`config.mk`:
```
export PLATFORM = sky130hd
export DESIGN_NAME = acdc_lane
export DESIGN_NICKNAME = d
export VERILOG_FILES = /design/src/sv/acdc_pkg.sv /design/src/sv/acdc_lane.sv
export SDC_FILE = /design/constraint.sdc
export NUM_CORES = 1
export LEC_CHECK = 0
export BUFFER_PORTS_ARGS = -buffer_cell sky130_fd_sc_hd__buf_2
export CAP_MARGIN = 0
export CORE_ASPECT_RATIO = 0.7
export CORE_MARGIN = 1
export CORE_UTILIZATION = 45
export DETAILED_ROUTE_END_ITERATION = 8
export GPL_TIMING_DRIVEN = 0
export PLACE_DENSITY = 0.7
export SYNTH_ARGS = -nofsm -noshare
export SYNTH_HDL_FRONTEND = slang
export SYNTH_SLANG_ARGS = --single-unit
```
`constraint.sdc`:
```
create_clock -name aclk -period 13.8 [get_ports aclk]
set_input_delay 2.76 -clock aclk [delete_from_list [all_inputs] [get_ports aclk]]
set_output_delay 2.76 -clock aclk [all_outputs]
set_load 0.1 [all_outputs]
```
`src/sv/acdc_pkg.sv`:
```
// Shared types, constants and a helper function for the AC/DC input qualifier.
package acdc_pkg;

    localparam int CHANNELS_DEFAULT = 8;
    localparam int MAX_CHANNELS     = 8;

    // Configuration register indexes.
    localparam logic [2:0] REG_MODE_MASK       = 3'd0;
    localparam logic [2:0] REG_PERIOD_LENGTHS  = 3'd1;
    localparam logic [2:0] REG_TOL_PERCENTS    = 3'd2;
    localparam logic [2:0] REG_PERIODS_REQ     = 3'd3;
    localparam logic [2:0] REG_AC_MIN_HIGH     = 3'd4;
    localparam logic [2:0] REG_DC_LOW_PERCENT  = 3'd5;
    localparam logic [2:0] REG_DC_HIGH_PERCENT = 3'd6;

    // Reset values of the configuration registers.
    localparam logic [7:0]  RST_MODE_MASK       = 8'h00;
    localparam logic [63:0] RST_PERIOD_LENGTHS  = 64'h0A0A_0A0A_0A0A_0A0A;
    localparam logic [63:0] RST_TOL_PERCENTS    = 64'h0A0A_0A0A_0A0A_0A0A;
    localparam logic [7:0]  RST_PERIODS_REQ     = 8'd3;
    localparam logic [7:0]  RST_AC_MIN_HIGH     = 8'd5;
    localparam logic [6:0]  RST_DC_LOW_PERCENT  = 7'd50;
    localparam logic [6:0]  RST_DC_HIGH_PERCENT = 7'd50;

    // Division by 100 of a 16-bit product: floor(x * 83887 / 2^23) is exact below 91180.
    localparam logic [16:0] RECIP_100       = 17'd83887;
    localparam int          RECIP_SHIFT     = 23;

    // Threshold pipeline depth; the input side holds off this long after a write.
    localparam logic [1:0]  SETTLE_CYCLES   = 2'd3;

    // Per-lane settings, already reduced to the bounds the lane compares against.
    typedef struct packed {
        logic        dc_mode;
        logic [7:0]  period_len;
        logic [7:0]  ac_low_bound;
        logic [10:0] ac_high_bound;
        logic [8:0]  dc_need_high;
        logic [8:0]  dc_need_low;
        logic [7:0]  periods_req;
        logic [7:0]  ac_min_high;
    } lane_cfg_t;

    // What one lane reports after a tick.
    typedef struct packed {
        logic level;
        logic fault;
        logic changed;
    } lane_out_t;

    function automatic logic [7:0] sat_inc(input logic [7:0] v);
        sat_inc = (v == 8'hFF) ? v : v + 8'd1;
    endfunction

endpackage

```
`src/sv/acdc_lane.sv`:
```
// One qualifier lane: capture counters, period evaluation and level decision.
module acdc_lane (
    input  logic                  aclk,
    input  logic                  aresetn,
    input  logic                  step,
    input  logic                  pin,
    input  acdc_pkg::lane_cfg_t   cfg,
    output acdc_pkg::lane_out_t   result
);

    logic       level_reg, level_next;
    logic       fault_reg, fault_next;
    logic       cap_reg, cap_next;
    logic [7:0] tick_reg, tick_next;
    logic [7:0] low_reg, low_next;
    logic [7:0] high_reg, high_next;
    logic [7:0] per_reg, per_next;
    logic [7:0] pass_reg, pass_next;
    logic [7:0] fail_reg, fail_next;
    logic       changed;

    logic       expect_lvl;
    logic [7:0] tick_s, low_s, high_s;
    logic [7:0] per_c, pass_c, fail_c;
    logic       period_end;
    logic       decide;
    logic       abort;
    logic [8:0] total;
    logic [7:0] need_pass;
    logic [8:0] dc_need;
    logic [7:0] dc_got;

    assign expect_lvl = ~level_reg;
    assign tick_s     = acdc_pkg::sat_inc(tick_reg);
    assign high_s     = pin ? acdc_pkg::sat_inc(high_reg) : high_reg;
    assign low_s      = pin ? low_reg : acdc_pkg::sat_inc(low_reg);
    assign period_end = (tick_s >= cfg.period_len);
    assign total      = expect_lvl ? ({1'b0, low_s} + {1'b0, high_s}) : {1'b0, low_s};
    assign need_pass  = (cfg.periods_req == 8'd0) ? 8'd0 : cfg.periods_req - 8'd1;
    assign dc_need    = expect_lvl ? cfg.dc_need_high : cfg.dc_need_low;
    assign dc_got     = expect_lvl ? high_s : low_s;

    always_comb begin
        level_next = level_reg;
        fault_next = fault_reg;
        cap_next   = cap_reg;
        tick_next  = tick_reg;
        low_next   = low_reg;
        high_next  = high_reg;
        per_next   = per_reg;
        pass_next  = pass_reg;
        fail_next  = fail_reg;
        changed    = 1'b0;
        per_c      = per_reg;
        pass_c     = pass_reg;
        fail_c     = fail_reg;
        decide     = 1'b1;
        abort      = 1'b0;
        if (step) begin
            if (!cap_reg) begin
                if (pin == expect_lvl) begin
                    cap_next  = 1'b1;
                    tick_next = tick_s;
                    low_next  = low_s;
                    high_next = high_s;
                end
            end else begin
                tick_next = tick_s;
                low_next  = low_s;
                high_next = high_s;
                if (period_end) begin
                    per_c = acdc_pkg::sat_inc(per_reg);
                    if (!cfg.dc_mode) begin
                        if (expect_lvl && (low_s == 8'd0 || high_s < cfg.ac_min_high)) begin
                            // A pulse input without both levels or enough highs fails; decide on a later tick.
                            fail_c = acdc_pkg::sat_inc(fail_reg);
                            decide = 1'b0;
                        end else if (!expect_lvl && high_s != 8'd0) begin
                            abort = 1'b1;
                        end else if ({2'd0, total} >= {3'd0, cfg.ac_low_bound} &&
                                     {2'd0, total} <= cfg.ac_high_bound) begin
                            pass_c = acdc_pkg::sat_inc(pass_reg);
                        end else begin
                            fail_c = acdc_pkg::sat_inc(fail_reg);
                        end
                    end else if ({1'b0, dc_got} >= dc_need) begin
                        pass_c = acdc_pkg::sat_inc(pass_reg);
                    end
                    tick_next = 8'd0;
                    low_next  = 8'd0;
                    high_next = 8'd0;
                end
                per_next  = per_c;
                pass_next = pass_c;
                fail_next = fail_c;
                if (abort || (decide && per_c >= cfg.periods_req)) begin
                    if (!abort) begin
                        if (pass_c >= need_pass) begin
                            fault_next = 1'b0;
                            level_next = expect_lvl;
                            changed    = 1'b1;
                        end else if (fail_c >= cfg.periods_req) begin
                            fault_next = 1'b1;
                        end
                    end
                    cap_next  = 1'b0;
                    tick_next = 8'd0;
                    low_next  = 8'd0;
                    high_next = 8'd0;
                    per_next  = 8'd0;
                    pass_next = 8'd0;
                    fail_next = 8'd0;
                end
            end
        end
    end

    always_ff @(posedge aclk) begin
        if (!aresetn) begin
            level_reg <= 1'b0;
            fault_reg <= 1'b0;
            cap_reg   <= 1'b0;
            tick_reg  <= 8'd0;
            low_reg   <= 8'd0;
            high_reg  <= 8'd0;
            per_reg   <= 8'd0;
            pass_reg  <= 8'd0;
            fail_reg  <= 8'd0;
        end else begin
            level_reg <= level_next;
            fault_reg <= fault_next;
            cap_reg   <= cap_next;
            tick_reg  <= tick_next;
            low_reg   <= low_next;
            high_reg  <= high_next;
            per_reg   <= per_next;
            pass_reg  <= pass_next;
            fail_reg  <= fail_next;
        end
    end

    assign result.level   = level_next;
    assign result.fault   = fault_next;
    assign result.changed = changed;

endmodule

```
Yosys cells after proc, flatten, opt, wreduce, memory -nomap -nowiden
Index checks and enable logic that the tools add are counted.
Storage, ports and cells
  flip-flop bits (word level): 51
  input bits: 66
  logic and storage cells: 120
Operators by class
  add/subtract/negate cells: 8
  magnitude comparators: 8
  equality and inequality tests: 7
  mux-type cells: 75
  bitwise logic cells: 1
  reductions and logical operators: 12
Operators with widths (count)
  $mux 8: 43
  $add 8x1->8 const B: 6
  $eq 8x8->1 const B: 6
  $ge 8x8->1: 4
  $mux 1: 30
  $mux 9: 2
  $logic_not 8->1: 2
  $le 9x11->1: 1
  $add 8x8->9: 1
  $ge 8x9->1: 1
  $ge 9x8->1: 1
  $lt 8x8->1: 1
  $reduce_bool 8->1: 1
  $sub 8x1->8 const B: 1
  $logic_and 1x1->1: 4
  $reduce_and 2->1: 2
  $logic_or 1x1->1: 2
  $reduce_bool 2->1: 1
  $eq 1x1->1: 1
  $not 1->1: 1

Logic depth before layout (Yosys ltp)
  word-level depth: 21
  depth in mapped cells: 37

Worst setup path after synthesis
OpenSTA, ideal clock, no wires.
  path type: input -> output
  start point: input pin
  end point: output result[2] in the netlist's numbering
  arrival: 9400 ps
  setup slack: 1640 ps
  cell stages on the path: 33
  cells stage by stage: buf_2 -> o21ba_2 -> buf_2 -> mux2i_1 -> inv_1 -> ha_1 -> a21o_1 -> a21oi_1 -> o21bai_1 -> a21oi_1 -> o21bai_1 -> a21oi_1 -> xor2_1 -> o21ai_0 -> ha_1 -> and3_1 -> o221ai_1 -> o211a_1 -> a221o_1 -> nand4b_1 -> nand2_1 -> mux2_2 -> ha_1 -> a21o_1 -> a21o_1 -> a21o_1 -> a21o_1 -> a2111oi_0 -> nor2_1 -> nand2_1 -> inv_1 -> a21boi_2 -> buf_4
On the way
  cells in the longest elaborated chain, start to end: 18
  elaborated cells on any way between the ends: 42
  classes of those cells: 1 x add/sub; 5 x order compare; 28 x mux; 8 x reduce/logical
RTL lines
  from (decl): RTL line acdc_lane.sv:6  | input logic pin,
  $mux 8 (on tied branches): RTL line acdc_lane.sv:36, acdc_lane.sv:35
  $add 8x8->9: RTL line acdc_lane.sv:38  | assign total = expect_lvl ? ({1'b0, low_s} + {1'b0, high_s}) : {1'b0, low_s};
  $mux 9: RTL line acdc_lane.sv:38
  $le 9x11->1 / $ge 9x8->1 (equally long branches): RTL line acdc_lane.sv:81, acdc_lane.sv:80
  $logic_and 1x1->1: RTL line acdc_lane.sv:80  | end else if ({2'd0, total} >= {3'd0, cfg.ac_low_bound} &&
  $mux 8: RTL line acdc_lane.sv:80
  $mux 8: RTL line acdc_lane.sv:78  | end else if (!expect_lvl && high_s != 8'd0) begin
  $mux 8: RTL line acdc_lane.sv:74  | if (expect_lvl && (low_s == 8'd0 || high_s < cfg.ac_min_high)) begin
  [... 2 more ...]
  $mux 8: RTL line acdc_lane.sv:60  | if (!cap_reg) begin
  $mux 8: RTL line acdc_lane.sv:59  | if (step) begin
  $ge 8x8->1: RTL line acdc_lane.sv:98  | if (pass_c >= need_pass) begin
  $mux 1: RTL line acdc_lane.sv:98
  $mux 1: RTL line acdc_lane.sv:97  | if (!abort) begin
  $mux 1 *: RTL line acdc_lane.sv:96  | if (abort || (decide && per_c >= cfg.periods_req)) begin
  $mux 1 *: RTL line acdc_lane.sv:60
  $mux 1 *: RTL line acdc_lane.sv:59
  to (decl): RTL line acdc_lane.sv:8  | output acdc_pkg::lane_out_t result
Mark *: on every way between the ends. The rest lies on a longest branch, timed or not. The select of a mux whose other input is x is not followed.

Worst setup path after layout
  start point: input pin
  end point: output result[1] in the netlist's numbering
On the way
  cells in the longest elaborated chain, start to end: 19
  elaborated cells on any way between the ends: 51
  classes of those cells: 1 x add/sub; 6 x order compare; 36 x mux; 8 x reduce/logical
RTL lines
  $mux 8 (on tied branches): RTL line acdc_lane.sv:36, acdc_lane.sv:35
  $add 8x8->9: RTL line acdc_lane.sv:38
  $mux 9: RTL line acdc_lane.sv:38
  $le 9x11->1 / $ge 9x8->1 (equally long branches): RTL line acdc_lane.sv:81, acdc_lane.sv:80
  $logic_and 1x1->1: RTL line acdc_lane.sv:80
  $mux 8: RTL line acdc_lane.sv:80
  $mux 8: RTL line acdc_lane.sv:78
  $mux 8: RTL line acdc_lane.sv:74
  [... 3 more ...]
  $mux 8: RTL line acdc_lane.sv:59
  $ge 8x8->1: RTL line acdc_lane.sv:102  | end else if (fail_c >= cfg.periods_req) begin
  $mux 1: RTL line acdc_lane.sv:102
  $mux 1: RTL line acdc_lane.sv:98
  $mux 1: RTL line acdc_lane.sv:97
  $mux 1 *: RTL line acdc_lane.sv:96
  $mux 1 *: RTL line acdc_lane.sv:60
  $mux 1 *: RTL line acdc_lane.sv:59
Marked as above.

==> results.py <==
metrics = {
    "route": {
        "postRouteAntennaNets": 0,
        "routed_via_density": 5.986,
        "drc": 0,
        "routedWlPerCell_um": 16.60,
        "drt_iter0_markers": 415,
        "dr.pass1.iters": 6,
        "drt_wl_total_mm": 15.90,
        "num_vias": 5735,
    },
    "setup_path": {
        "cpPeakStageDelay_ns": 0.55,
        "cp-start-kind": "input pin",
        "cp-startpoint": "pin",
        "worstSetupPathType": "in -> out",
        "crit_path_end_kind": "output port",
        "rr_worst_depth": 31,
        "rr_endpoint": "fault_reg",
        "endpoint": "result[1]",
        "cp_slowest_cell": "a2111oi_2",
        "timing.rr.start": "high_reg[0]",
        "reg2reg_slack_ns": 6.06,
        "worstPathRequired_ns": 11.04,
        "worstPathArrival_ns": 10.39,
        "crit_fanout": 10,
    },
    "job": {
        "drv_cap": 0,
    },
    "sta": {
        "setup_viol": 0,
        "max_freq_ghz": 0.07602,
        "slew_headroom_pct": 12.56,
        "rsz0062_at_grt": "false",
        "clock-skew-final_ns": 0.007251,
        "fin_setup_tns_ns": 0,
        "drv_slew": 0,
        "hold_viol": 0,
        "min_period_ns": 13.15,
        "whs_ns": 0.5100,
        "worstMarginPinSlew_ns": 1.304,
        "setup_slack_ns": 0.6462,
        "min_period_over_period_pct": 95.32,
    },
    "hold_path": {
        "hold_path.class": "reg -> reg",
    },
    "synthesis": {
        "synth_warnings": 0,
        "syn_nets": 870,
        "ys_ff_latch": 51,
        "syn-cell-area_um2": 5670,
        "yosysTopAreaCellShare_pct": 18.01,
        "synth-async-reset-ratio_pct": 0,
        "syn_area_per_cell_um2": 7.821,
        "seq_area_frac_synth_pct": 18.01,
        "synth_edf_count": 0,
        "synth_top_area_cell": "dfxtp_1",
        "syn_inst": 725,
        "ys.flop_type": "dfxtp_1",
        "ys_types": 72,
        "synthTopCellsByArea": "dfxtp_1 18%, ha_1 17%, a21oi_1 4.7%",
    },
    "final_layout": {
        "synthToLayoutAreaGrowth_pct": 12.47,
        "regArea_um2": 1021,
        "fillCellCount": 1157,
        "postLayoutCoreUtil_pct": 53.26,
        "n_antenna_cell": 0,
        "finalNonFillerCells": 958,
        "multi_input_area_um2": 4314,
        "nets": 945,
        "drive_above_1_share_pct": 14.98,
    },
    "floorplanning": {
        "fp.coreArea_um2": 11970,
        "dieHeight_um": 95.92,
        "initial_core_util_pct": 47.36,
        "ios": 69,
        "num_rows": 33,
        "die_area_um2": 13060,
        "die_w_um": 136.2,
    },
    "global_route": {
        "grt_antenna_before_repair": 1,
        "grt_usage_pct": 24.71,
        "grt_pass1_vias": 5125,
        "grt_first_pass_wirelength_mm": 25.27,
        "grt_start_max_net_pins": 16,
        "grt_overflow": 0,
    },
    "power_and_ir_drop": {
        "powerDensity_nw_per_um2": 55.28,
        "max-vdd-ir-drop_v": 0.00004420,
        "p_leak_nw": 3.113,
    },
    "place": {
        "dp_worst_setup_slack_ns": 0.2234,
        "dp_cells": 950,
        "dp_hpwl_mm": 12.78,
        "gp_congestion": 0.8765,
        "port-buffer-count": 68,
    },
    "clock_network": {
        "cts_buffers": 5,
        "cts.sinks": 51,
        "cts_setup_buffers": 0,
        "clock_path_buffers": 2,
        "clock_latency_ns": 0.30,
        "cts_tree": "built",
        "clkTransAtPathRegs_ns": 0.07,
        "cts_root_buf": "clkbuf_16",
        "htree_levels": 2,
    },
    "outcome": {
        "status": "complete, no violations",
    },
}
## final cells by class
cell class	instances	area share [%]
Tap cell	157	3.080
Clock inverter	1	0.1177
Inverter	55	3.237
Multi-Input combinational cell	590	67.65
Sequential cell	51	16.01
Buffer	29	2.178
Timing Repair Buffer	68	5.336
Clock buffer	7	2.394
## stage by stage
step	total power [mW]	area, um2
2_1_floorplan	0.1949	5670
5_1_grt	0.3697	6377
3_3_place_gp	0.2167	6207
6_report	0.3525	6377
4_1_cts	0.3550	6367
3_5_place_dp	0.2198	6207
## power breakdown
part,total (mW),internal (mW),switching [mW],leakage (nW)
clock network,0.135,0.0773,0.0574,0.0761
logic,0.0677,0.0286,0.0391,2.63
registers,0.150,0.148,0.00177,0.411
## per-layer routing
| layer | vias up | global-route usage [%] | part of all wire [%] |
|---|---|---|---|
| met3 | 12 | 4.792 | 8.3 |
| met5 | - | 0 | 0 |
| met4 | 0 | 5.556 | 0.72 |
| met2 | 233 | 36.55 | 40 |
| met1 | 2674 | 36.37 | 51 |
| li1 | 2816 | - | - |
## Yosys cell counts, types with 6 or more instances
| library cell | count |
|---|---|
| a21o_1 | 22 |
| a21oi_1 | 53 |
| a22oi_1 | 21 |
| a31oi_1 | 9 |
| a32o_1 | 9 |
| and2_1 | 18 |
| and3_1 | 15 |
| buf_2 | 9 |
| clkbuf_1 | 15 |
| dfxtp_1 | 51 |
| ha_1 | 78 |
| inv_1 | 55 |
| mux2_2 | 9 |
| mux2i_1 | 14 |
| nand2_1 | 58 |
| nand2b_1 | 13 |
| nand3_1 | 24 |
| nand4_1 | 10 |
| nor2_1 | 52 |
| nor2b_1 | 11 |
| nor3_1 | 15 |
| o211a_1 | 6 |
| o211ai_1 | 7 |
| o21a_1 | 10 |
| o21ai_0 | 28 |
| or2_2 | 7 |
| xnor2_1 | 24 |
| xor2_1 | 9 |
## worst max-delay path, delay by kind of cell
family | cells | cell delay (ns)
simple gates | 10 | 1.57
buf+inv | 7 | 1.22
compound gates | 11 | 2.78
mux | 1 | 0.36
fa+ha+maj | 4 | 1.27
xor+xnor | 2 | 0.43
## worst min path at each step
stage / to / start / depth (start not counted)
2_1_floorplan: per_reg[1] / per_reg[1] / 2
3_3_place_gp: per_reg[1] / per_reg[1] / 2
3_5_place_dp: per_reg[1] / per_reg[1] / 2
4_1_cts: per_reg[1] / per_reg[1] / 2
5_1_grt: fault_reg / fault_reg / 2
6_report: fault_reg / fault_reg / 2
## layout by cell type (no fill, tap or decap), types with 4 or more instances in the layout
cell type / Yosys / final
nor3_1: 15 / 15
ha_1: 78 / 78
nand2_1: 58 / 58
o211ai_1: 7 / 7
dfxtp_1: 51 / 51
buf_2: 9 / 77
nand2b_1: 13 / 13
inv_1: 55 / 55
a311oi_1: 5 / 5
xor2_1: 9 / 9
mux2_2: 9 / 9
o211a_1: 6 / 6
nor2b_1: 11 / 11
clkbuf_1: 15 / 15
mux2i_1: 14 / 13
xnor2_1: 24 / 24
and3_1: 15 / 15
clkbuf_16: 0 / 5
or2_2: 7 / 7
and4_1: 5 / 5
and2_1: 18 / 18
o21ai_0: 28 / 28
a32o_1: 9 / 9
nand3_1: 24 / 24
a31oi_1: 9 / 9
o21a_1: 10 / 10
a21o_1: 22 / 22
nor2_1: 52 / 52
nand4b_1: 4 / 4
a21oi_1: 53 / 53
nand4_1: 10 / 10
a22oi_1: 21 / 21
a211oi_1: 5 / 5
## cell families after synthesis
group | count (synthesis) | share of synthesized area [%]
AO/OA/AOI/OAI | 210 | 26.04
XOR/XNOR | 34 | 5.583
adder cells (fa/ha/maj) | 80 | 17.76
buffers and inverters | 84 | 6.090
flip-flops | 51 | 18.01
multiplexers | 23 | 4.259
AND/OR/NAND/NOR | 243 | 22.26
## what timing repair did
item                       CTS  global route
setup endpoints to repair    0             3
gates resized for setup      0             3
hold buffers                 0             0
Power figures use the tool's default switching activity.
