`src/sv/acdc_pkg.sv`:
```
// Shared types, constants and a helper function for the AC/DC input qualifier.
package acdc_pkg;

    localparam int CHANNELS_DEFAULT = 8;
    localparam int MAX_CHANNELS     = 8;

    // Configuration register indexes.
    localparam logic [2:0] REG_MODE_MASK       = 3'd0;
    localparam logic [2:0] REG_PERIOD_LENGTHS  = 3'd1;
    localparam logic [2:0] REG_TOL_PERCENTS    = 3'd2;
    localparam logic [2:0] REG_PERIODS_REQ     = 3'd3;
    localparam logic [2:0] REG_AC_MIN_HIGH     = 3'd4;
    localparam logic [2:0] REG_DC_LOW_PERCENT  = 3'd5;
    localparam logic [2:0] REG_DC_HIGH_PERCENT = 3'd6;

    // Reset values of the configuration registers.
    localparam logic [7:0]  RST_MODE_MASK       = 8'h00;
    localparam logic [63:0] RST_PERIOD_LENGTHS  = 64'h0A0A_0A0A_0A0A_0A0A;
    localparam logic [63:0] RST_TOL_PERCENTS    = 64'h0A0A_0A0A_0A0A_0A0A;
    localparam logic [7:0]  RST_PERIODS_REQ     = 8'd3;
    localparam logic [7:0]  RST_AC_MIN_HIGH     = 8'd5;
    localparam logic [6:0]  RST_DC_LOW_PERCENT  = 7'd50;
    localparam logic [6:0]  RST_DC_HIGH_PERCENT = 7'd50;

    // Division by 100 of a 16-bit product: floor(x * 83887 / 2^23) is exact below 91180.
    localparam logic [16:0] RECIP_100       = 17'd83887;
    localparam int          RECIP_SHIFT     = 23;

    // Threshold pipeline depth; the input side holds off this long after a write.
    localparam logic [1:0]  SETTLE_CYCLES   = 2'd3;

    // Per-lane settings, already reduced to the bounds the lane compares against.
    typedef struct packed {
        logic        dc_mode;
        logic [7:0]  period_len;
        logic [7:0]  ac_low_bound;
        logic [10:0] ac_high_bound;
        logic [8:0]  dc_need_high;
        logic [8:0]  dc_need_low;
        logic [7:0]  periods_req;
        logic [7:0]  ac_min_high;
    } lane_cfg_t;

    // What one lane reports after a tick.
    typedef struct packed {
        logic level;
        logic fault;
        logic changed;
    } lane_out_t;

    function automatic logic [7:0] sat_inc(input logic [7:0] v);
        sat_inc = (v == 8'hFF) ? v : v + 8'd1;
    endfunction

endpackage

```
`src/sv/acdc_thresh.sv`:
```
// Per-lane threshold pipeline: tolerance window and DC share limits from configuration.
module acdc_thresh (
    input  logic        aclk,
    input  logic [7:0]  period_len,
    input  logic [7:0]  tol_percent,
    input  logic [6:0]  dc_high_percent,
    input  logic [6:0]  dc_low_percent,
    output logic [7:0]  ac_low_bound,
    output logic [10:0] ac_high_bound,
    output logic [8:0]  dc_need_high,
    output logic [8:0]  dc_need_low
);

    logic [15:0] p_tol_reg, p_nh_reg, p_nl_reg;
    logic [7:0]  len1_reg, len2_reg;
    logic [32:0] q_tol_reg, q_nh_reg, q_nl_reg;
    logic [9:0]  tol;
    logic [7:0]  low_b_reg;
    logic [10:0] high_b_reg;
    logic [8:0]  nh_reg, nl_reg;

    assign tol = q_tol_reg[acdc_pkg::RECIP_SHIFT +: 10];

    // Stage 1: length times percent. Stage 2: times reciprocal of 100.
    // Stage 3: window bounds and DC limits.
    always_ff @(posedge aclk) begin
        p_tol_reg  <= {8'd0, period_len} * {8'd0, tol_percent};
        p_nh_reg   <= {8'd0, period_len} * {9'd0, dc_high_percent};
        p_nl_reg   <= {8'd0, period_len} * {9'd0, dc_low_percent};
        len1_reg   <= period_len;
        q_tol_reg  <= {17'd0, p_tol_reg} * {16'd0, acdc_pkg::RECIP_100};
        q_nh_reg   <= {17'd0, p_nh_reg} * {16'd0, acdc_pkg::RECIP_100};
        q_nl_reg   <= {17'd0, p_nl_reg} * {16'd0, acdc_pkg::RECIP_100};
        len2_reg   <= len1_reg;
        low_b_reg  <= (tol > {2'd0, len2_reg}) ? 8'd0 : 8'({2'd0, len2_reg} - tol);
        high_b_reg <= {3'd0, len2_reg} + {1'b0, tol};
        nh_reg     <= q_nh_reg[acdc_pkg::RECIP_SHIFT +: 9];
        nl_reg     <= q_nl_reg[acdc_pkg::RECIP_SHIFT +: 9];
    end

    assign ac_low_bound  = low_b_reg;
    assign ac_high_bound = high_b_reg;
    assign dc_need_high  = nh_reg;
    assign dc_need_low   = nl_reg;

endmodule

```
`config.mk`:
```
export PLATFORM = sky130hd
export DESIGN_NAME = acdc_thresh
export DESIGN_NICKNAME = d
export VERILOG_FILES = /design/src/sv/acdc_pkg.sv /design/src/sv/acdc_thresh.sv
export SDC_FILE = /design/constraint.sdc
export NUM_CORES = 1
export LEC_CHECK = 0
export BUFFER_PORTS_ARGS = -buffer_cell sky130_fd_sc_hd__buf_2
export CORE_ASPECT_RATIO = 0.6
export CORE_MARGIN = 2
export CORE_UTILIZATION = 55
export DETAILED_ROUTE_END_ITERATION = 10
export HOLD_SLACK_MARGIN = 0.08
export PLACE_DENSITY_LB_ADDON = 0.08
export SLEW_MARGIN = 20
export SYNTH_ARGS = -nofsm -noshare
export SYNTH_HDL_FRONTEND = slang
export SYNTH_SLANG_ARGS = --single-unit
```
`constraint.sdc`:
```
create_clock -name aclk -period 9.6 [get_ports aclk]
set_input_delay 1.92 -clock aclk [delete_from_list [all_inputs] [get_ports aclk]]
set_output_delay 1.92 -clock aclk [all_outputs]
set_load 0.01 [all_outputs]
```
== Word level (Yosys, flattened, before mapping) ==
Cells that the tools add are included.
Word-level totals
  bits in registers: 196
  latch bits: 0
  logic and storage cells: 21
  output and inout port bits: 37
  bits in writable memories: 0
  memories kept: 0
  memory bits (read-only): 0
Operators by class
  shift operators: 0
  add/subtract/negate cells: 2
  bitwise gates (word level): 0
  reduce and logical (&&, ||, !) cells: 0
  multipliers: 6
  div/mod/pow operators: 0
  $lt $le $gt $ge: 1
  mux-type cells: 0
  equal/unequal tests: 0
Operators with widths (count)
  multiplier 15 x 17 -> 32 bit, second input constant: 2
  multiplier 16 x 17 -> 33 bit, second input constant: 1
  multiplier 8 x 7 -> 15 bit: 2
  multiplier 8 x 8 -> 16 bit: 1
  adder 8 x 10 -> 11 bit: 1
  > comparator 10 x 8 -> 1 bit: 1
  subtractor 8 bit: 1

== Longest topological paths before layout ==
Gate-level depths: netlist of run 1.
  word-level depth: 1
  depth in mapped cells: 20

== Worst setup path before layout of run 1 ==
No wires, ideal clock.
  path type: in2reg
  from: input period_len[6]
  to: register p_nl_reg[14]
  stages: 14
  path slack: 3.692 ns
  library setup time: 0.120 ns
  arrival time: 5.788 ns
  cells stage by stage: clkbuf_1 nand2_1 fa_1 fa_1 inv_1 fa_1 fa_1 ha_1 or2_2 a21oi_1 nor3_1 a2111oi_2 a21oi_1 xnor2_1
Between the ends
  longest elaborated chain between the ends: 1
Ends and longest elaborated chain
  from (decl): RTL line acdc_thresh.sv:4  | input logic [7:0] period_len,
  multiplier 8 x 7 -> 15 bit: RTL line acdc_thresh.sv:29  | p_nl_reg <= {8'd0, period_len} * {9'd0, dc_low_percent};
  to (signal assigned): RTL line acdc_thresh.sv:29
  to (decl): RTL line acdc_thresh.sv:14  | logic [15:0] p_tol_reg, p_nh_reg, p_nl_reg;
Every way passes these cells.
A chain may end at the register's enable or synchronous reset.

== Final worst setup path of run 1 ==
  from: register p_tol_reg[6]
  to: register q_tol_reg[30]
Between the ends
  longest elaborated chain between the ends: 1
Ends and longest elaborated chain
  from (decl): RTL line acdc_thresh.sv:14
  from (signal assigned): RTL line acdc_thresh.sv:27  | p_tol_reg <= {8'd0, period_len} * {8'd0, tol_percent};
  multiplier 16 x 17 -> 33 bit: RTL line acdc_thresh.sv:31  | q_tol_reg <= {17'd0, p_tol_reg} * {16'd0, acdc_pkg::RECIP_100};
  to (signal assigned): RTL line acdc_thresh.sv:31
  to (decl): RTL line acdc_thresh.sv:16  | logic [32:0] q_tol_reg, q_nh_reg, q_nl_reg;
Every way passes these cells.

==> impl_metrics.json, run 1 <==
{
  "core_mm2": 0.0407,
  "hold_depth": 0,
  "maxSlewViolCount": 0,
  "cts_made_buffers": 17,
  "clk_pin_slew_ns": 0.07,
  "worstPathMaxFanout": 6,
  "syn-num-nets": 3226,
  "grt_overflow": 0,
  "finalWeightedCongestion": 0.968,
  "drive_above_1_share_pct": 5.62,
  "port_buffers": 67,
  "worstPathArrival_ns": 6.41,
  "drt-total-wl_um": 51500,
  "root_buffer": "clkbuf_16",
  "endpoint_kind": "flop",
  "ys_seq_area_share_pct": 11.1,
  "first_pass_iters": 5,
  "cts_sinks": 127,
  "clock_skew_ns": 0.0161,
  "chipWidth_um": 267,
  "die-height_um": 162,
  "synth_cells": 2322,
  "yosys_warnings": 0,
  "dr_total_vias": 15400,
  "final_cell_mix": "608 x inv_1, 504 x ha_1, 369 x fa_1, 127 x dfxtp_1, 124 x nand2_1",
  "status": "finished, final reports clean",
  "dieArea_mm2": 0.0433,
  "yosysUniqueCellTypes": 75,
  "insertion_delay_ns": 0.46,
  "finalCritPeriodShare_pct": 62.8,
  "rrSetupSlack_ns": 3.57,
  "synth_seq_cells": 127,
  "r2r_cells": 17,
  "antenna_left": 0,
  "relSlewSlack_pct": 49.1,
  "cts_tree": "built",
  "holdCritStartpoint": "q_nh_reg[31]$_DFF_P_",
  "num_rows": 57,
  "synth.cell_area_mm2": 0.0229,
  "required_ns": 9.97,
  "synth-async-reset-ratio_pct": 0,
  "fin_tns_setup_ns": 0,
  "max_slew.worst_pin.slew_ns": 0.758,
  "routedWlPerCell_um": 17.4,
  "final_nets": 3292,
  "avgSynthCellArea_um2": 9.84,
  "dpl.cell_count": 2929,
  "min_to": "dc_need_high[8]$_DFF_P_",
  "final_common_cell": "inv_1",
  "cts_resized": 0,
  "fin_cells": 2963,
  "maxCapViolCount": 0,
  "hold_violations": 0,
  "grt_pass1_vias": 16100,
  "initialDrtViolationCount": 917,
  "dp_hpwl_um": 45000,
  "critical_path_class": "flop to flop",
  "max_freq_mhz": 166,
  "synth_edf_count": 0,
  "cts_buffer_depth": 2,
  "largest_reg_flops": 16,
  "rsz0062_at_grt": "false",
  "grtUsageTotal_pct": 25.4,
  "grt_pass1_wl_um": 85000,
  "r2r_start": "p_tol_reg[6]$_DFF_P_",
  "ctsHoldBuffers": 0,
  "drcViolationCount": 0,
  "reg2reg_to": "q_tol_reg[30]$_DFF_P_",
  "critPathLaunchType": "flop",
  "htreeDepth": 4,
  "initial_core_util_pct": 56.1,
  "grt_max_degree": 24,
  "finalSetupViolations": 0,
  "routed_via_density": 5.21,
  "postCtsSetupBuffers": 0,
  "hold_class": "flop to flop",
  "fin_crit_ns": 6.03,
  "synthFlopType": "dfxtp_1",
  "area_delta_synth_final_pct": 6.81,
  "antenna_found_initial": 2,
  "ioPinCount": 68
}
[layer usage]
metal | global-route usage [%] | part of all wire (%) | routed length, um | vias up
met1 | 40.8 | 53 | 27200 | 7488
met3 | 7.17 | 9.0 | 4650 | 29
met4 | 4.78 | 0.89 | 460 | 0
li1 | - | - | - | 7484
met5 | 0 | 0 | 0 | -
met2 | 33.4 | 37 | 19200 | 428
[logic make-up after synthesis]
kind of cell | Yosys count | share of synthesized area [%]
DFF | 127 | 11.1
xor gates and xnor gates | 68 | 2.61
and+or+nand+nor | 379 | 8.48
AOI/OAI and AO/OA | 246 | 7.53
muxes | 1 | 0.0438
adders and majority gates | 873 | 59.9
buffers and inverters | 628 | 10.3
[worst max-delay path by stage]
stage | slack [ns] | cells after the start | end | from
2_1_floorplan | 3.69 | 14 | p_nl_reg[14]$_DFF_P_ | period_len[6]
3_5_place_dp | 3.27 | 14 | p_nl_reg[14]$_DFF_P_ | period_len[6]
5_1_grt | 3.27 | 17 | q_tol_reg[30]$_DFF_P_ | p_tol_reg[6]$_DFF_P_
3_3_place_gp | 3.38 | 14 | p_nl_reg[14]$_DFF_P_ | period_len[5]
6_report | 3.57 | 17 | q_tol_reg[30]$_DFF_P_ | p_tol_reg[6]$_DFF_P_
4_1_cts | 3.65 | 20 | q_nh_reg[30]$_DFF_P_ | p_nh_reg[1]$_DFF_P_
[final cells by class]
class / count / area (um^2)
antenna: 2 / 5.00
clock buffer: 17 / 425
clock inverter: 15 / 165
fill: 3513 / 16300
inverter: 608 / 2280
multi-input combinational: 1567 / 18000
sequential: 127 / 2540
tap: 560 / 701
timing repair buffer: 67 / 335
[critical path, stage by stage, from the launching register on]
cell and delay [ns]:
dfxtp_1 0.44, fa_1 0.67, inv_1 0.12, fa_1 0.53, inv_1 0.06, fa_1 0.54, fa_1 0.44, fa_1 0.54
inv_1 0.05, fa_1 0.52, inv_1 0.04, ha_1 0.39, nand4_1 0.13, a211oi_1 0.61, o2111ai_2 0.30, a31oi_4 0.26
o21ai_2 0.09, a221oi_2 0.21
[stage by stage]
step / area, um^2 / setup WS [ns] / hold WS (ns) / utilization (%)
2_1_floorplan: 22900 / 3.69 / 0.310 / -
3_3_place_gp: 23800 / 3.38 / 0.310 / 58.5
3_5_place_dp: 23800 / 3.27 / 0.312 / 58.5
4_1_cts: 24400 / 3.65 / 0.327 / 59.9
5_1_grt: 24400 / 3.27 / 0.331 / 60.0
6_report: 24400 / 3.57 / 0.326 / 60.0
[cell usage after synthesis, types with 10 or more instances]
cell      number  area [um^2]
inv_1        608         2280
ha_1         504         6310
fa_1         369         7390
dfxtp_1      127         2540
nand2_1      124          465
and2_1        90          563
a21oi_1       69          345
xnor2_1       51          447
nor2_1        49          184
a21o_1        35          263
o21ai_0       31          155
nor3_1        21          105
nand3_1       20          100
clkbuf_1      19         71.3
xor2_1        17          149
nand4_1       13         81.3
nor2b_1       13         81.3
or2_2         13         81.3
a211oi_1      11         82.6
o21a_1        10         75.1
o21bai_1      10         75.1
Power of run 1 is not shown: default switching activity piles up to over one toggle a cycle in this logic, so the estimate is an artifact.
==> inputs of run 2 (changes only) <==
==> constraint.sdc (replaced) <==
create_clock -name aclk -period 4.85 [get_ports aclk]
set_input_delay 0.97 -clock aclk [delete_from_list [all_inputs] [get_ports aclk]]
set_output_delay 0.97 -clock aclk [all_outputs]
set_load 0.01 [all_outputs]
==> run 2 against run 1 <==
The run now ends with negative setup slack left. Die area did not move. Register-to-register slack worse by 4.1 ns. First-iteration DRC count increased by 6.9%. Worst hold slack worse by 0.0083 ns. Clock-buffer cell count rose by 1. Sequential share of layout area down 1.3 points. Fmax up 12%. Setup slack worse by 4.1 ns. Core utilization increased by 9.8 points.
==> impl_metrics.json, run 2 (same netlist as run 1, synthesis figures left out) <==
{
  "final_cell_mix": "574 x inv_1, 463 x ha_1, 343 x buf_4, 339 x fa_1, 117 x nand2_1",
  "critPathLaunchType": "flop",
  "grt_max_degree": 17,
  "die-height_um": 162,
  "reg2reg_to": "q_tol_reg[30]$_DFF_P_",
  "maxSlewViolCount": 0,
  "port_buffers": 67,
  "initialDrtViolationCount": 980,
  "rrSetupSlack_ns": -0.53,
  "r2r_start": "p_tol_reg[12]$_DFF_P_",
  "worstPathArrival_ns": 5.70,
  "first_pass_iters": 5,
  "dp_hpwl_um": 50200,
  "hold_depth": 0,
  "fin_tns_setup_ns": -7.38,
  "routedWlPerCell_um": 17.5,
  "fin_crit_ns": 5.38,
  "dieArea_mm2": 0.0433,
  "grt_pass1_wl_um": 93700,
  "ctsHoldBuffers": 0,
  "routed.top_layer": "met4",
  "area_delta_synth_final_pct": 24.2,
  "wl_met1_um": 30100,
  "chipWidth_um": 267,
  "grt_overflow": 0,
  "dr_total_vias": 17000,
  "multi_input_area_mm2": 0.0190,
  "clk_pin_slew_ns": 0.07,
  "antenna_found_initial": 3,
  "required_ns": 5.17,
  "final_area_mm2": 0.0284,
  "violations": "negative setup slack",
  "antenna_left": 0,
  "maxCapViolCount": 0,
  "insertion_delay_ns": 0.45,
  "root_buffer": "clkbuf_16",
  "holdCritStartpoint": "len1_reg[0]$_DFF_P_",
  "status": "finished, violations left",
  "placed_cell_area_mm2": 0.0265,
  "routed_via_density": 5.11,
  "cts_made_buffers": 17,
  "hold_violations": 0,
  "ioPinCount": 68,
  "cts_buffer_depth": 2,
  "htreeDepth": 4,
  "max_slew.worst_pin.slew_ns": 0.611,
  "finalCritPeriodShare_pct": 111,
  "final_nets": 3652,
  "regArea_mm2": 0.00260,
  "critical_path_class": "flop to flop",
  "cts_tree": "built",
  "grtUsageTotal_pct": 27.9,
  "num_rows": 57,
  "final_util_pct": 69.7,
  "relSlewSlack_pct": 59.2,
  "initial_core_util_pct": 56.1,
  "rsz0062_at_grt": "true",
  "met3_length_um": 4320,
  "largest_reg_flops": 16,
  "min_to": "len2_reg[0]$_DFF_P_",
  "finalWeightedCongestion": 0.961,
  "drive_above_1_share_pct": 25.2,
  "drt-total-wl_um": 58100,
  "r2r_cells": 16,
  "drcViolationCount": 0,
  "final_common_cell": "inv_1",
  "fill_cells": 3204,
  "core_mm2": 0.0407,
  "cts_sinks": 127,
  "endpoint_kind": "flop",
  "max_freq_mhz": 186,
  "worstPathMaxFanout": 3,
  "grt_pass1_vias": 18000,
  "fin_ws_ns": -0.529,
  "hold_class": "flop to flop",
  "finalSetupViolations": 27,
  "clock_skew_ns": 0.0208,
  "met2_length_um": 23200
}
[run 2: changes by cell type in the layout (fill, tap and decap cells not counted), sizes merged]
| cell | before | now |
|---|---|---|
| clkinv | 5 | 2 |
| bufinv | 0 | 3 |
| clkbuf | 17 | 19 |
| bufbuf | 0 | 1 |
| buf | 67 | 425 |
| inv | 617 | 616 |
| diode | 2 | 3 |
[run 2: metrics by stage]
step                      worst slack, ns  hold slack, ns  instances
after global routing               -0.684           0.330       3324
after floorplan                    -0.198           0.310       2322
after detailed placement           -0.638           0.312       3253
final                              -0.529           0.318       3324
after global placement             -0.521           0.311       3253
after CTS                          -0.403           0.321       3304
[run 2: how the worst max path moves through the flow]
stage,slack [ns],start,endpoint
finish,-0.53,p_tol_reg[12]$_DFF_P_,q_tol_reg[30]$_DFF_P_
global route,-0.68,p_tol_reg[12]$_DFF_P_,q_tol_reg[30]$_DFF_P_
CTS,-0.40,p_nh_reg[0]$_DFF_P_,q_nh_reg[29]$_DFF_P_
detailed placement,-0.64,p_nh_reg[1]$_DFF_P_,q_nh_reg[30]$_DFF_P_
global placement,-0.52,p_nh_reg[1]$_DFF_P_,q_nh_reg[30]$_DFF_P_
floorplan,-0.20,p_tol_reg[14]$_DFF_P_,q_tol_reg[30]$_DFF_P_
[run 2: metal layers]
| metal | vias up | track usage [%] |
|---|---|---|
| met3 | 27 | 7.28 |
| li1 | 8207 | - |
| met1 | 8300 | 43.7 |
| met4 | 0 | 4.49 |
| met2 | 437 | 38.9 |
| met5 | - | 0 |
[run 2: critical path, cell delays in order, from the launching register on]
cell and delay (ns):
dfxtp_4 0.35, fa_2 0.50, fa_1 0.54, inv_2 0.05, fa_1 0.53, inv_1 0.05, fa_1 0.46, fa_1 0.53
fa_2 0.47, ha_4 0.30, nand2_4 0.06, or3_4 0.36, nor3b_4 0.33, and3_4 0.25, a21oi_1 0.11, a311oi_2 0.30
a221oi_2 0.06
[run 2: cell type report]
| type | count | area share (%) |
|---|---|---|
| Timing Repair Buffer | 427 | 11.1 |
| Sequential cell | 127 | 9.16 |
| Tap cell | 560 | 2.47 |
| Clock inverter | 14 | 0.679 |
| Inverter | 608 | 8.05 |
| Clock buffer | 18 | 1.55 |
| Multi-Input combinational cell | 1567 | 67.0 |
| Antenna cell | 3 | 0.0264 |
[run 2: what timing repair did]
item / CTS / global route
pin swaps: 72 / 68
setup endpoints to repair: 28 / 29
gates resized for setup: 112 / 93
buffers inserted: 19 / 18
hold endpoints to repair: 0 / 0
Power of run 2 is left out for the same reason.
==> inputs of run 3 (changes only) <==
--- a/config.mk
+++ b/config.mk
@@ -12,6 +12,7 @@
 export DETAILED_ROUTE_END_ITERATION = 10
 export HOLD_SLACK_MARGIN = 0.08
 export PLACE_DENSITY_LB_ADDON = 0.08
+export SETUP_SLACK_MARGIN = 0.1
 export SLEW_MARGIN = 20
 export SYNTH_ARGS = -nofsm -noshare
 export SYNTH_HDL_FRONTEND = slang
==> run 3 against run 2 <==
The run still ends with negative setup slack left. Setup slack improved by 0.13 ns. Via count fell by 1.3%. Final area fell by 1.4%. Clock skew down 0.00091 ns. Sequential cell count is the same. Core utilization down 0.96 points. Clock-buffer cell count is 1 lower. Global-route usage decreased by 0.98 points. Critical endpoint is now q_tol_reg[31]$_DFF_P_.
==> impl_metrics.json, run 3 (same netlist as run 1, synthesis figures left out) <==
{
  "area_delta_synth_final_pct": 22.5,
  "final_util_pct": 68.8,
  "drt-total-wl_um": 55700,
  "num_rows": 57,
  "clk_pin_slew_ns": 0.07,
  "maxCapViolCount": 0,
  "grt_pass1_vias": 17600,
  "grt_overflow": 0,
  "met3_length_um": 4410,
  "violations": "negative setup slack",
  "required_ns": 5.19,
  "placed_cell_area_mm2": 0.0263,
  "final_common_cell": "inv_1",
  "max_freq_mhz": 191,
  "antenna_left": 0,
  "hold_class": "flop to flop",
  "finalWeightedCongestion": 0.960,
  "core_mm2": 0.0407,
  "hold_violations": 0,
  "maxSlewViolCount": 0,
  "finalSetupViolations": 27,
  "antenna_found_initial": 2,
  "final_cell_mix": "572 x inv_1, 462 x ha_1, 341 x fa_1, 306 x buf_4, 120 x nand2_1",
  "met2_length_um": 22100,
  "worstPathMaxFanout": 6,
  "endpoint_kind": "flop",
  "fin_ws_ns": -0.398,
  "grt_pass1_wl_um": 90500,
  "cpMaxStageDelayCell": "fa_2",
  "hold_slack_ns": 0.319,
  "post-place-ws_ns": -0.508,
  "dr_total_vias": 16800,
  "chipWidth_um": 267,
  "crit_family": "adder cells",
  "insertion_delay_ns": 0.45,
  "dieArea_mm2": 0.0433,
  "relSlewSlack_pct": 57.2,
  "status": "finished, violations left",
  "finalCritPeriodShare_pct": 108,
  "rsz0062_at_grt": "true",
  "cts_made_buffers": 17,
  "critical_path_class": "flop to flop",
  "initialDrtViolationCount": 927,
  "wl_met1_um": 28800,
  "routedWlPerCell_um": 17.0,
  "cpPeakStageDelay_ns": 0.59,
  "drive_above_1_share_pct": 24.1,
  "cts_sinks": 127,
  "ioPinCount": 68,
  "htreeDepth": 4,
  "fin_crit_ns": 5.25,
  "fill_cells": 3141,
  "grtUsageTotal_pct": 26.9,
  "root_buffer": "clkbuf_16",
  "worstPathArrival_ns": 5.59,
  "routed_via_density": 5.11,
  "port_buffers": 67,
  "clock_skew_ns": 0.0199,
  "grt_max_degree": 20,
  "initial_core_util_pct": 56.1,
  "die-height_um": 162,
  "final_area_mm2": 0.0280,
  "largest_reg_flops": 16,
  "first_pass_iters": 7,
  "final_nets": 3606,
  "cp_cell_sequence": "fa_2 > inv_2 > fa_1 > inv_2 > fa_2 > fa_2 > fa_1 > inv_1 > fa_1 > inv_2 > ha_4 > nand4_1 > a211oi_4 > buf_4 > o21ai_4 > a21boi_4 > a31oi_2 > xnor2_1",
  "critPathLaunchType": "flop",
  "dp_hpwl_um": 48700,
  "path_buf_inv": 5,
  "drcViolationCount": 0,
  "cts_tree": "built",
  "cts_buffer_depth": 2,
  "max_slew.worst_pin.slew_ns": 0.640,
  "routed.top_layer": "met4"
}
[run 3: changes by cell type in the layout (fill, tap and decap cells not counted), sizes merged]
cell	before	now
buf	425	381
bufbuf	1	0
bufinv	3	4
clkbuf	19	17
clkinv	2	3
diode	3	2
inv	616	615
[run 3: per-stage QoR]
stage,TNS [ns],cells
floorplan,-0.591,2322
global placement,-7.21,3216
detailed placement,-10.12,3216
CTS,-5.71,3261
global route,-11.22,3277
finish,-6.70,3277
[run 3: path summary, 6_finish.rpt]
kind,start,end,slack [ns],cells past startpoint
setup reg to reg,p_tol_reg[4]$_DFF_P_,q_tol_reg[31]$_DFF_P_,-0.40,18
hold / removal,len1_reg[5]$_DFF_P_,len2_reg[5]$_DFF_P_,0.32,0
hold reg to reg,len1_reg[5]$_DFF_P_,len2_reg[5]$_DFF_P_,0.32,0
setup / recovery,p_tol_reg[4]$_DFF_P_,q_tol_reg[31]$_DFF_P_,-0.40,18
[run 3: worst reg2reg max path, cell delays in order (launching register included)]
cell	delay, ns
dfxtp_2	0.33
fa_2	0.59
inv_2	0.05
fa_1	0.52
inv_2	0.05
fa_2	0.56
fa_2	0.45
fa_1	0.49
inv_1	0.05
fa_1	0.52
inv_2	0.06
ha_4	0.28
nand4_1	0.16
a211oi_4	0.24
buf_4	0.17
o21ai_4	0.06
a21boi_4	0.29
a31oi_2	0.14
xnor2_1	0.14
[run 3: what timing repair did]
action | CTS | global route
setup endpoints to repair | 28 | 33
buffers inserted | 13 | 15
hold buffers | 0 | 0
resized for setup | 99 | 77
pin swaps | 72 | 78
cloned | 0 | 0
[run 3: layer usage]
metal  track usage [%]  vias to the layer above
li1                  -                     8104
met5                 0                        -
met3              7.69                       36
met4              4.57                        0
met2              37.4                      442
met1              41.8                     8176
[run 3: cell type report]
cell class / instances / area (um^2) / share of cell area, %
Sequential cell: 127 / 2610 / 9.33
Clock inverter: 15 / 224 / 0.800
Tap cell: 560 / 701 / 2.50
Multi-Input combinational cell: 1567 / 19000 / 67.8
Inverter: 608 / 2290 / 8.17
Antenna cell: 2 / 5.00 / 0.0179
Clock buffer: 17 / 425 / 1.52
Timing Repair Buffer: 381 / 2750 / 9.83
Power of run 3 is left out for the same reason.
